## src/hdl/phq_pkg.sv

```systemverilog
// phq_pkg: shared types and constants for the per-host byte quota meter
// used by the front end, the command queue, the back end and the top level
// no dependencies
package phq_pkg;

  // fixed field widths of the item and register interface
  localparam int IDX_IN_W    = 4;
  localparam int ADDR_W      = 32;
  localparam int COUNT_W     = 32;
  localparam int LEN_W       = 16;
  localparam int WCOUNT_W    = 5;
  localparam int MAX_SLOTS   = 16;
  localparam int QUEUE_DEPTH = 2;

  // packet classification constants
  localparam logic [15:0] ETHERTYPE_IPV4 = 16'h0800;
  localparam logic [7:0]  PROTO_TCP      = 8'd6;
  localparam logic [7:0]  PROTO_UDP      = 8'd17;

  // input function codes
  localparam logic FUNC_LOAD   = 1'b0;
  localparam logic FUNC_PACKET = 1'b1;

  // configuration register indexes
  localparam logic REG_BYTE_QUOTA  = 1'b0;
  localparam logic REG_WATCH_COUNT = 1'b1;

  // classified command kinds
  typedef enum logic [1:0] {
    CMD_LOAD,
    CMD_PKT,
    CMD_PASS
  } cmd_kind_t;

  // one classified item as it travels from front end to back end
  typedef struct packed {
    cmd_kind_t              kind;
    logic [IDX_IN_W-1:0]    slot;
    logic [ADDR_W-1:0]      addr_a;   // load address or packet source
    logic [ADDR_W-1:0]      addr_b;   // packet destination
    logic [LEN_W-1:0]       len;
  } cmd_t;

endpackage

```

## src/hdl/phq_front.sv

```systemverilog
// phq_front: accepts items and classifies them into load, counted packet or pass
// depends on phq_pkg
module phq_front import phq_pkg::*; (
  input  logic                clk,
  input  logic                rst_n,
  input  logic                start,
  output logic                busy,
  input  logic                in_func,
  input  logic [IDX_IN_W-1:0] in_entry_index,
  input  logic [ADDR_W-1:0]   in_entry_address,
  input  logic [15:0]         in_ether_type,
  input  logic [7:0]          in_ip_protocol,
  input  logic [ADDR_W-1:0]   in_source_ip,
  input  logic [ADDR_W-1:0]   in_dest_ip,
  input  logic [LEN_W-1:0]    in_captured_length,
  input  logic                q_full,
  output logic                q_push,
  output cmd_t                q_cmd
);

  logic vld_r;
  cmd_t cmd_r;
  cmd_t cmd_nxt;
  logic accept;

  // hand the held item to the queue when there is room
  assign q_push = vld_r && !q_full;
  assign q_cmd  = cmd_r;
  assign busy   = vld_r && q_full;
  assign accept = start && !busy;

  // classify the incoming item
  always_comb begin
    cmd_nxt.slot   = in_entry_index;
    cmd_nxt.addr_b = in_dest_ip;
    cmd_nxt.len    = in_captured_length;
    if (in_func == FUNC_LOAD) begin
      cmd_nxt.kind   = CMD_LOAD;
      cmd_nxt.addr_a = in_entry_address;
    end else begin
      cmd_nxt.addr_a = in_source_ip;
      if (in_ether_type == ETHERTYPE_IPV4 &&
          (in_ip_protocol == PROTO_TCP || in_ip_protocol == PROTO_UDP)) begin
        cmd_nxt.kind = CMD_PKT;
      end else begin
        cmd_nxt.kind = CMD_PASS;
      end
    end
  end

  // holding register for the classified item
  always_ff @(posedge clk) begin
    if (!rst_n) begin
      vld_r <= 1'b0;
    end else if (accept) begin
      vld_r <= 1'b1;
    end else if (q_push) begin
      vld_r <= 1'b0;
    end
  end

  always_ff @(posedge clk) begin
    if (accept) begin
      cmd_r <= cmd_nxt;
    end
  end

endmodule

```

## src/hdl/phq_queue.sv

```systemverilog
// phq_queue: short in-order command queue between front end and back end
// depends on phq_pkg
module phq_queue import phq_pkg::*; (
  input  logic clk,
  input  logic rst_n,
  input  logic push,
  input  cmd_t push_cmd,
  input  logic pop,
  output logic full,
  output logic head_vld,
  output cmd_t head_cmd
);

  localparam int PTR_W = (QUEUE_DEPTH > 1) ? $clog2(QUEUE_DEPTH) : 1;
  localparam int CNT_W = $clog2(QUEUE_DEPTH + 1);

  cmd_t             mem_r [QUEUE_DEPTH];
  logic [PTR_W-1:0] wr_ptr_r;
  logic [PTR_W-1:0] rd_ptr_r;
  logic [CNT_W-1:0] cnt_r;
  logic             do_push;
  logic             do_pop;

  assign full     = (cnt_r == CNT_W'(QUEUE_DEPTH));
  assign head_vld = (cnt_r != '0);
  assign head_cmd = mem_r[rd_ptr_r];
  assign do_push  = push && !full;
  assign do_pop   = pop && head_vld;

  // storage write
  always_ff @(posedge clk) begin
    if (do_push) begin
      mem_r[wr_ptr_r] <= push_cmd;
    end
  end

  // pointers and fill count
  always_ff @(posedge clk) begin
    if (!rst_n) begin
      wr_ptr_r <= '0;
      rd_ptr_r <= '0;
      cnt_r    <= '0;
    end else begin
      if (do_push) begin
        wr_ptr_r <= (wr_ptr_r == PTR_W'(QUEUE_DEPTH - 1)) ? '0 : wr_ptr_r + 1'b1;
      end
      if (do_pop) begin
        rd_ptr_r <= (rd_ptr_r == PTR_W'(QUEUE_DEPTH - 1)) ? '0 : rd_ptr_r + 1'b1;
      end
      if (do_push && !do_pop) begin
        cnt_r <= cnt_r + 1'b1;
      end else if (do_pop && !do_push) begin
        cnt_r <= cnt_r - 1'b1;
      end
    end
  end

  // no item may be offered to a full queue
  a_no_push_full: assert property (@(posedge clk) disable iff (!rst_n)
    !(push && full))
    else $error("push to full command queue");

endmodule

```

## src/hdl/phq_back.sv

```systemverilog
// phq_back: watched table match stage and counter update stage
// depends on phq_pkg
module phq_back import phq_pkg::*; #(
  parameter int SLOTS = 16
) (
  input  logic                clk,
  input  logic                rst_n,
  input  logic [COUNT_W-1:0]  byte_quota,
  input  logic [WCOUNT_W-1:0] watch_count,
  input  logic                q_vld,
  input  cmd_t                q_cmd,
  output logic                q_pop,
  output logic                out_strobe,
  output logic                out_matched,
  output logic [IDX_IN_W-1:0] out_matched_slot,
  output logic [ADDR_W-1:0]   out_matched_ip,
  output logic [COUNT_W-1:0]  out_byte_total,
  output logic                out_limit_event
);

  localparam int IDX_W = (SLOTS > 1) ? $clog2(SLOTS) : 1;

  // watched table, undefined until loaded
  logic [ADDR_W-1:0]  tab_r   [SLOTS];
  logic [COUNT_W-1:0] bytes_r [SLOTS];
  logic [SLOTS-1:0]   lim_r;

  // match stage registers
  logic               a_vld_r;
  cmd_kind_t          a_kind_r;
  logic               a_hit_r;
  logic [IDX_W-1:0]   a_slot_r;
  logic [ADDR_W-1:0]  a_ip_r;
  logic [LEN_W-1:0]   a_len_r;

  // output registers
  logic               strobe_r;
  logic               matched_r;
  logic [IDX_IN_W-1:0] mslot_r;
  logic [ADDR_W-1:0]  mip_r;
  logic [COUNT_W-1:0] total_r;
  logic               limit_r;

  logic [WCOUNT_W-1:0] n_eff;
  logic [SLOTS-1:0]    match;
  logic [IDX_W-1:0]    sel;
  logic                load_ok;
  logic                b_wr;
  logic                over;
  logic [COUNT_W-1:0]  cur;
  logic [COUNT_W:0]    sum;
  logic [COUNT_W-1:0]  bytes_nxt;

  assign q_pop   = q_vld;
  assign load_ok = ({1'b0, q_cmd.slot} < (IDX_IN_W + 1)'(SLOTS));

  // number of live table entries
  assign n_eff = (watch_count > WCOUNT_W'(SLOTS)) ? WCOUNT_W'(SLOTS) : watch_count;

  // compare every live entry against source and destination
  always_comb begin
    for (int i = 0; i < SLOTS; i++) begin
      match[i] = (WCOUNT_W'(i) < n_eff) &&
                 (tab_r[i] == q_cmd.addr_a || tab_r[i] == q_cmd.addr_b);
    end
  end

  // lowest matching entry wins
  always_comb begin
    sel = '0;
    for (int i = SLOTS - 1; i >= 0; i--) begin
      if (match[i]) begin
        sel = IDX_W'(i);
      end
    end
  end

  // table write for load items
  always_ff @(posedge clk) begin
    if (q_vld && q_cmd.kind == CMD_LOAD && load_ok) begin
      tab_r[q_cmd.slot[IDX_W-1:0]] <= q_cmd.addr_a;
    end
  end

  // match stage
  always_ff @(posedge clk) begin
    if (!rst_n) begin
      a_vld_r <= 1'b0;
    end else begin
      a_vld_r <= q_vld;
    end
  end

  always_ff @(posedge clk) begin
    if (q_vld) begin
      a_kind_r <= q_cmd.kind;
      a_len_r  <= q_cmd.len;
      a_ip_r   <= tab_r[sel];
      unique case (q_cmd.kind)
        CMD_LOAD: begin
          a_hit_r  <= load_ok;
          a_slot_r <= q_cmd.slot[IDX_W-1:0];
        end
        CMD_PKT: begin
          a_hit_r  <= |match;
          a_slot_r <= sel;
        end
        default: begin
          a_hit_r  <= 1'b0;
          a_slot_r <= sel;
        end
      endcase
    end
  end

  // counter read-modify-write with quota check and saturation
  assign cur  = bytes_r[a_slot_r];
  assign over = lim_r[a_slot_r] || (byte_quota <= cur);
  assign sum  = {1'b0, cur} + (COUNT_W + 1)'(a_len_r);
  assign b_wr = a_vld_r && a_hit_r && (a_kind_r == CMD_LOAD || a_kind_r == CMD_PKT);

  always_comb begin
    if (a_kind_r == CMD_LOAD) begin
      bytes_nxt = '0;
    end else if (over) begin
      bytes_nxt = cur;
    end else if (sum[COUNT_W]) begin
      bytes_nxt = '1;
    end else begin
      bytes_nxt = sum[COUNT_W-1:0];
    end
  end

  always_ff @(posedge clk) begin
    if (!rst_n) begin
      for (int i = 0; i < SLOTS; i++) begin
        bytes_r[i] <= '0;
      end
      lim_r <= '0;
    end else if (b_wr) begin
      bytes_r[a_slot_r] <= bytes_nxt;
      lim_r[a_slot_r]   <= (a_kind_r == CMD_PKT) && over;
    end
  end

  // result registers
  always_ff @(posedge clk) begin
    if (!rst_n) begin
      strobe_r <= 1'b0;
    end else begin
      strobe_r <= a_vld_r;
    end
  end

  always_ff @(posedge clk) begin
    if (a_vld_r && a_hit_r && a_kind_r == CMD_PKT) begin
      matched_r <= 1'b1;
      mslot_r   <= IDX_IN_W'(a_slot_r);
      mip_r     <= a_ip_r;
      total_r   <= bytes_nxt;
      limit_r   <= over;
    end else begin
      matched_r <= 1'b0;
      mslot_r   <= '0;
      mip_r     <= '0;
      total_r   <= '0;
      limit_r   <= 1'b0;
    end
  end

  assign out_strobe       = strobe_r;
  assign out_matched      = matched_r;
  assign out_matched_slot = mslot_r;
  assign out_matched_ip   = mip_r;
  assign out_byte_total   = total_r;
  assign out_limit_event  = limit_r;

  // every item leaving the match stage yields one result next cycle
  a_stage_result: assert property (@(posedge clk) disable iff (!rst_n)
    a_vld_r |=> out_strobe)
    else $error("match stage item produced no result");

  // a limit event only ever names a matched slot
  a_limit_matched: assert property (@(posedge clk) disable iff (!rst_n)
    (out_strobe && out_limit_event) |-> out_matched)
    else $error("limit event without a match");

  // an unmatched result carries all zero fields
  a_unmatched_zero: assert property (@(posedge clk) disable iff (!rst_n)
    (out_strobe && !out_matched) |->
      (out_byte_total == '0 && out_matched_ip == '0 && out_matched_slot == '0))
    else $error("unmatched result with nonzero payload");

endmodule

```

## src/hdl/per_host_byte_quota_meter.sv

```systemverilog
// per_host_byte_quota_meter: the path from the accepting edge to the result edge runs through the
// front register, command queue, match stage and counter stage; one item per cycle sustained,
// limited by the counter read-modify-write in the back end
// results come on out_strobe for one cycle and cannot be held off by the receiver
// reset: counters and limited flags clear, byte_quota all ones, watch_count zero,
// watched table undefined until each slot is loaded
module per_host_byte_quota_meter import phq_pkg::*; #(
  parameter int WATCH_ENTRIES = 16
) (
  input  logic                clk,
  input  logic                rst_n,
  input  logic                start,
  output logic                busy,
  input  logic                in_func,
  input  logic [IDX_IN_W-1:0] in_entry_index,
  input  logic [ADDR_W-1:0]   in_entry_address,
  input  logic [15:0]         in_ether_type,
  input  logic [7:0]          in_ip_protocol,
  input  logic [ADDR_W-1:0]   in_source_ip,
  input  logic [ADDR_W-1:0]   in_dest_ip,
  input  logic [LEN_W-1:0]    in_captured_length,
  output logic                out_strobe,
  output logic                out_matched,
  output logic [IDX_IN_W-1:0] out_matched_slot,
  output logic [ADDR_W-1:0]   out_matched_ip,
  output logic [COUNT_W-1:0]  out_byte_total,
  output logic                out_limit_event,
  input  logic                cfg_we,
  input  logic                cfg_index,
  input  logic [COUNT_W-1:0]  cfg_wdata
);

  // only sixteen slots are addressable by a load
  localparam int SLOTS = (WATCH_ENTRIES < MAX_SLOTS) ? WATCH_ENTRIES : MAX_SLOTS;

  logic [COUNT_W-1:0]  byte_quota_r;
  logic [WCOUNT_W-1:0] watch_count_r;
  logic                q_full;
  logic                q_push;
  cmd_t                q_in;
  logic                q_vld;
  cmd_t                q_head;
  logic                q_pop;

  // configuration registers
  always_ff @(posedge clk) begin
    if (!rst_n) begin
      byte_quota_r  <= '1;
      watch_count_r <= '0;
    end else if (cfg_we) begin
      unique case (cfg_index)
        REG_BYTE_QUOTA:  byte_quota_r  <= cfg_wdata;
        REG_WATCH_COUNT: watch_count_r <= cfg_wdata[WCOUNT_W-1:0];
        default:         ;
      endcase
    end
  end

  // accept and classify
  phq_front u_front (
    .clk                (clk),
    .rst_n              (rst_n),
    .start              (start),
    .busy               (busy),
    .in_func            (in_func),
    .in_entry_index     (in_entry_index),
    .in_entry_address   (in_entry_address),
    .in_ether_type      (in_ether_type),
    .in_ip_protocol     (in_ip_protocol),
    .in_source_ip       (in_source_ip),
    .in_dest_ip         (in_dest_ip),
    .in_captured_length (in_captured_length),
    .q_full             (q_full),
    .q_push             (q_push),
    .q_cmd              (q_in)
  );

  // decoupling queue
  phq_queue u_queue (
    .clk      (clk),
    .rst_n    (rst_n),
    .push     (q_push),
    .push_cmd (q_in),
    .pop      (q_pop),
    .full     (q_full),
    .head_vld (q_vld),
    .head_cmd (q_head)
  );

  // table match and counter update
  phq_back #(
    .SLOTS (SLOTS)
  ) u_back (
    .clk              (clk),
    .rst_n            (rst_n),
    .byte_quota       (byte_quota_r),
    .watch_count      (watch_count_r),
    .q_vld            (q_vld),
    .q_cmd            (q_head),
    .q_pop            (q_pop),
    .out_strobe       (out_strobe),
    .out_matched      (out_matched),
    .out_matched_slot (out_matched_slot),
    .out_matched_ip   (out_matched_ip),
    .out_byte_total   (out_byte_total),
    .out_limit_event  (out_limit_event)
  );

endmodule
```

## config.mk

```make
export PLATFORM = sky130hd
export DESIGN_NAME = per_host_byte_quota_meter
export DESIGN_NICKNAME = d
export VERILOG_FILES = /design/src/hdl/phq_pkg.sv /design/src/hdl/phq_front.sv /design/src/hdl/phq_queue.sv /design/src/hdl/phq_back.sv /design/src/hdl/per_host_byte_quota_meter.sv
export SDC_FILE = /design/constraint.sdc
export NUM_CORES = 2
export LEC_CHECK = 0
export CELL_PAD_IN_SITES_DETAIL_PLACEMENT = 1
export CELL_PAD_IN_SITES_GLOBAL_PLACEMENT = 1
export CORE_MARGIN = 2
export CORE_UTILIZATION = 58
export DETAILED_ROUTE_END_ITERATION = 8
export DONT_BUFFER_PORTS = 1
export PLACE_DENSITY = 0.86
export SLEW_MARGIN = 40
export SYNTH_ARGS = -nofsm -noshare
export SYNTH_HDL_FRONTEND = slang
export SYNTH_SLANG_ARGS = --single-unit
export TNS_END_PERCENT = 1
```

## constraint.sdc

```tcl
create_clock -name clk -period 19 [get_ports clk]
set_clock_uncertainty 0.05 [all_clocks]
set_input_delay 3.8 -clock clk [delete_from_list [all_inputs] [get_ports clk]]
set_output_delay 3.8 -clock clk [all_outputs]
set_load 0.02 [all_outputs]
```

==> results.cfg <==
[placement]
gp_congestion = 1.13
post-place-cells = 7002
port_buffers = 0
hpwl_mm = 219

[power_and_ir_drop]
p_leak_uw = 0.0266
p_per_area_nw_per_um2 = 149
totalPowerFinal_uw = 12100
irDropWorstVdd_mv = 0.122

[cts]
cts_buffer_depth = 3
cts_tree = done
htreeDepth = 4
postCtsSetupRepairBufs = 0
clk_pin_slew_ps = 60
insertion_delay_ps = 860
clock_sinks = 1472
root_buffer = clkbuf_16
numCtsBuffers = 156
cts.hold.buffers_added = 0
cts-resized-gates = 0

[global_route]
grt_max_degree = 107
antenna_found_initial = 31
grt_overflow = 0
grt_pass1_vias = 55066
grtUsageTotal_pct = 53.4
grt_pass1_wl_mm = 461

[logic_synthesis]
syn_area_um2 = 72500
yosys.area.top_type_share_pct = 55.4
synthMostInstantiatedCell = edfxtp_1
synth-compound-area-share_pct = 5.88
ys_seq_area_share_pct = 59.1
async_reset_ff_share_pct = 0
ys_seq_elements = 1472
yosysWarnings = 0
yosys.area_share.simple_pct = 9.22
yosys-top-cells-area = edfxtp_1 55%, xnor2_1 13%, mux4_2 5.0%
synth_xor_area_share_pct = 12.6
synth.avg_cell_area_um2 = 13.2
synth_edf_count = 1337
synthDistinctLibCells = 72
synth_cells = 5477
synth_ff_type = edfxtp_1
syn_nets = 5705
synth_mux_area_share_pct = 8.80
synth_top_area_cell = edfxtp_1
synthTopCellsByCount = 1,337 x edfxtp_1, 1,038 x xnor2_1, 606 x nor2_1, 332 x nand2_1, 237 x nor4_1
synth_adder_area_share_pct = 0.873
synth_top_family_by_area = XOR/XNOR gates

[flow_run]
cap_violations = 0

[drt]
detail-route-antenna-nets = 0
drc = 0
via_per_inst = 7.60
firstDrtPassIters = 7
wl_per_cell_um = 46.9
drt_iter0_drc = 10163
drt_wl_total_mm = 343
vias = 55528

[sta]
finalSetupTns_ps = 0
setup_violations = 0
period_minus_slack_ps = 9450
rsz0062_at_grt = false
period_share_pct = 49.7
slew_headroom_pct = 31.2
slew_viol_final = 0
whs_ps = 397
hold_violations = 0
maxClockFrequency_ghz = 0.106
worst_slew_pin_slew_ps = 1030

[floorplan]
ios = 250
die_area_um2 = 128000
row_count = 129
core_area_um2 = 124000
start_util_pct = 58.6
dieWidth_um = 358
dieHeight_um = 358

[cells_and_area]
fillCellCount = 11373
instances_no_fill = 7307
drive_gt1_share_pct = 16.1
final_nets = 5758
area.growth.synth_to_final_pct = 11.5
finalCoreUtilization_pct = 65.3

[worst_setup_path]
crit_type = reg -> reg
cp_slowest_cell = buf_4
crit_path_end_kind = register
critPathBufInv = 8
path_cells = buf_4, buf_4, buf_12, buf_6, mux2i_4, buf_4, xnor2_1, nor4_1, nand4_1, o22ai_1, o21ai_0, a21boi_4, buf_4, a21o_4, buf_4, buf_6, a211oi_1, a311oi_1, a211o_1
critPathLaunchType = register
cp_top_family = buffers and inverters
cp.arrival_ps = 10080
crit_fanout = 91
slowest_delay_ps = 720
cpMostUsedCell = buf_4
worst_ep_required_time_ps = 19630

[status]
outcome = complete, no violations

[worst_hold_path]
min_path_type = reg -> reg
-- per-layer routing --
| layer | up-vias | GRT usage [%] | part of all wire (%) |
|---|---|---|---|
| li1 | 20282 | - | - |
| met1 | 27320 | 60.4 | 31 |
| met2 | 5825 | 77.4 | 42 |
| met3 | 2057 | 22.3 | 15 |
| met4 | 44 | 47.9 | 12 |
| met5 | - | 0.741 | 0.17 |
-- metrics by stage --
step / worst slack, ps / instance area, um^2
6_report: 9550 / 80900
5_1_grt: 9580 / 80800
4_1_cts: 9590 / 80500
3_5_place_dp: 9670 / 75400
3_3_place_gp: 9140 / 74900
2_1_floorplan: 10860 / 72500
-- power breakdown --
group	internal, uW	switching [uW]
Sequential	3840	233
Combinational	1460	3340
Clock	1780	1410
Total	7080	4990
-- sequential cells by signal (all words and copies together), names as in the netlist, 2 cells and up, named ones only --
| register | flops |
|---|---|
| u_back.bytes_r | 512 |
| u_back.a_slot_r | 4 |
| u_queue.mem_r | 172 |
| u_front.q_cmd | 86 |
| watch_count_r | 5 |
| u_back.out_matched_slot | 4 |
| u_back.out_byte_total | 32 |
| u_queue.cnt_r | 2 |
| u_back.tab_r | 512 |
| u_back.a_ip_r | 32 |
| byte_quota_r | 32 |
| u_back.out_matched_ip | 32 |
| u_back.a_len_r | 16 |
| u_back.a_kind_r | 2 |
| u_back.lim_r | 16 |
-- path summary, 6_finish.rpt --
path	endpoint	slack, ps	from	depth (start not counted)
hold / removal	u_queue.mem_r[1][25]	400	u_front.q_cmd[25]	0
setup reg to reg	u_back.a_ip_r[0]	9550	register	19
hold reg to reg	u_queue.mem_r[1][25]	400	u_front.q_cmd[25]	0
setup / recovery	u_back.a_ip_r[0]	9550	register	19
-- layout by cell type, fill, tap and decap left out, types with 21 or more instances in the layout --
master	n
edfxtp_1	1337
xnor2_1	1037
nor2_1	582
nand2_1	326
nor4_1	233
buf_4	208
inv_1	167
mux4_2	161
clkbuf_16	161
a211oi_1	154
dfxtp_1	130
nand4_1	100
mux2i_1	74
mux2i_4	65
a311oi_1	63
mux2_2	59
ha_1	49
nand3_1	48
and3_1	40
o21ai_0	37
a31oi_1	37
a211o_1	33
clkbuf_1	33
a221oi_1	29
clkinv_1	27
o22ai_1	24
clkinv_2	24
a21oi_1	21
-- cell families (layout without fill, tap and decap cells) --
| family | count (synthesis) | after routing |
|---|---|---|
| DFF | 1472 | 1472 |
| and+or+nand+nor | 1452 | 1452 |
| xor gates and xnor gates | 1042 | 1042 |
| AOI/OAI and AO/OA | 562 | 562 |
| buffers and inverters | 539 | 718 |
| muxes | 360 | 360 |
| adders and majority gates | 50 | 50 |
| other | 0 | 14 |
-- final cells by class --
class,instances,area (um^2),share of cell area [%]
Tap cell,1637,2050,2.53
Sequential cell,1472,42900,53.0
Clock inverter,86,985,1.22
Timing Repair Buffer,249,2100,2.59
Multi-Input combinational cell,3466,27900,34.5
Antenna cell,14,35.0,0.0433
Inverter,185,694,0.859
Clock buffer,198,4210,5.20
Note: power is estimated with default switching activity, not from simulation.
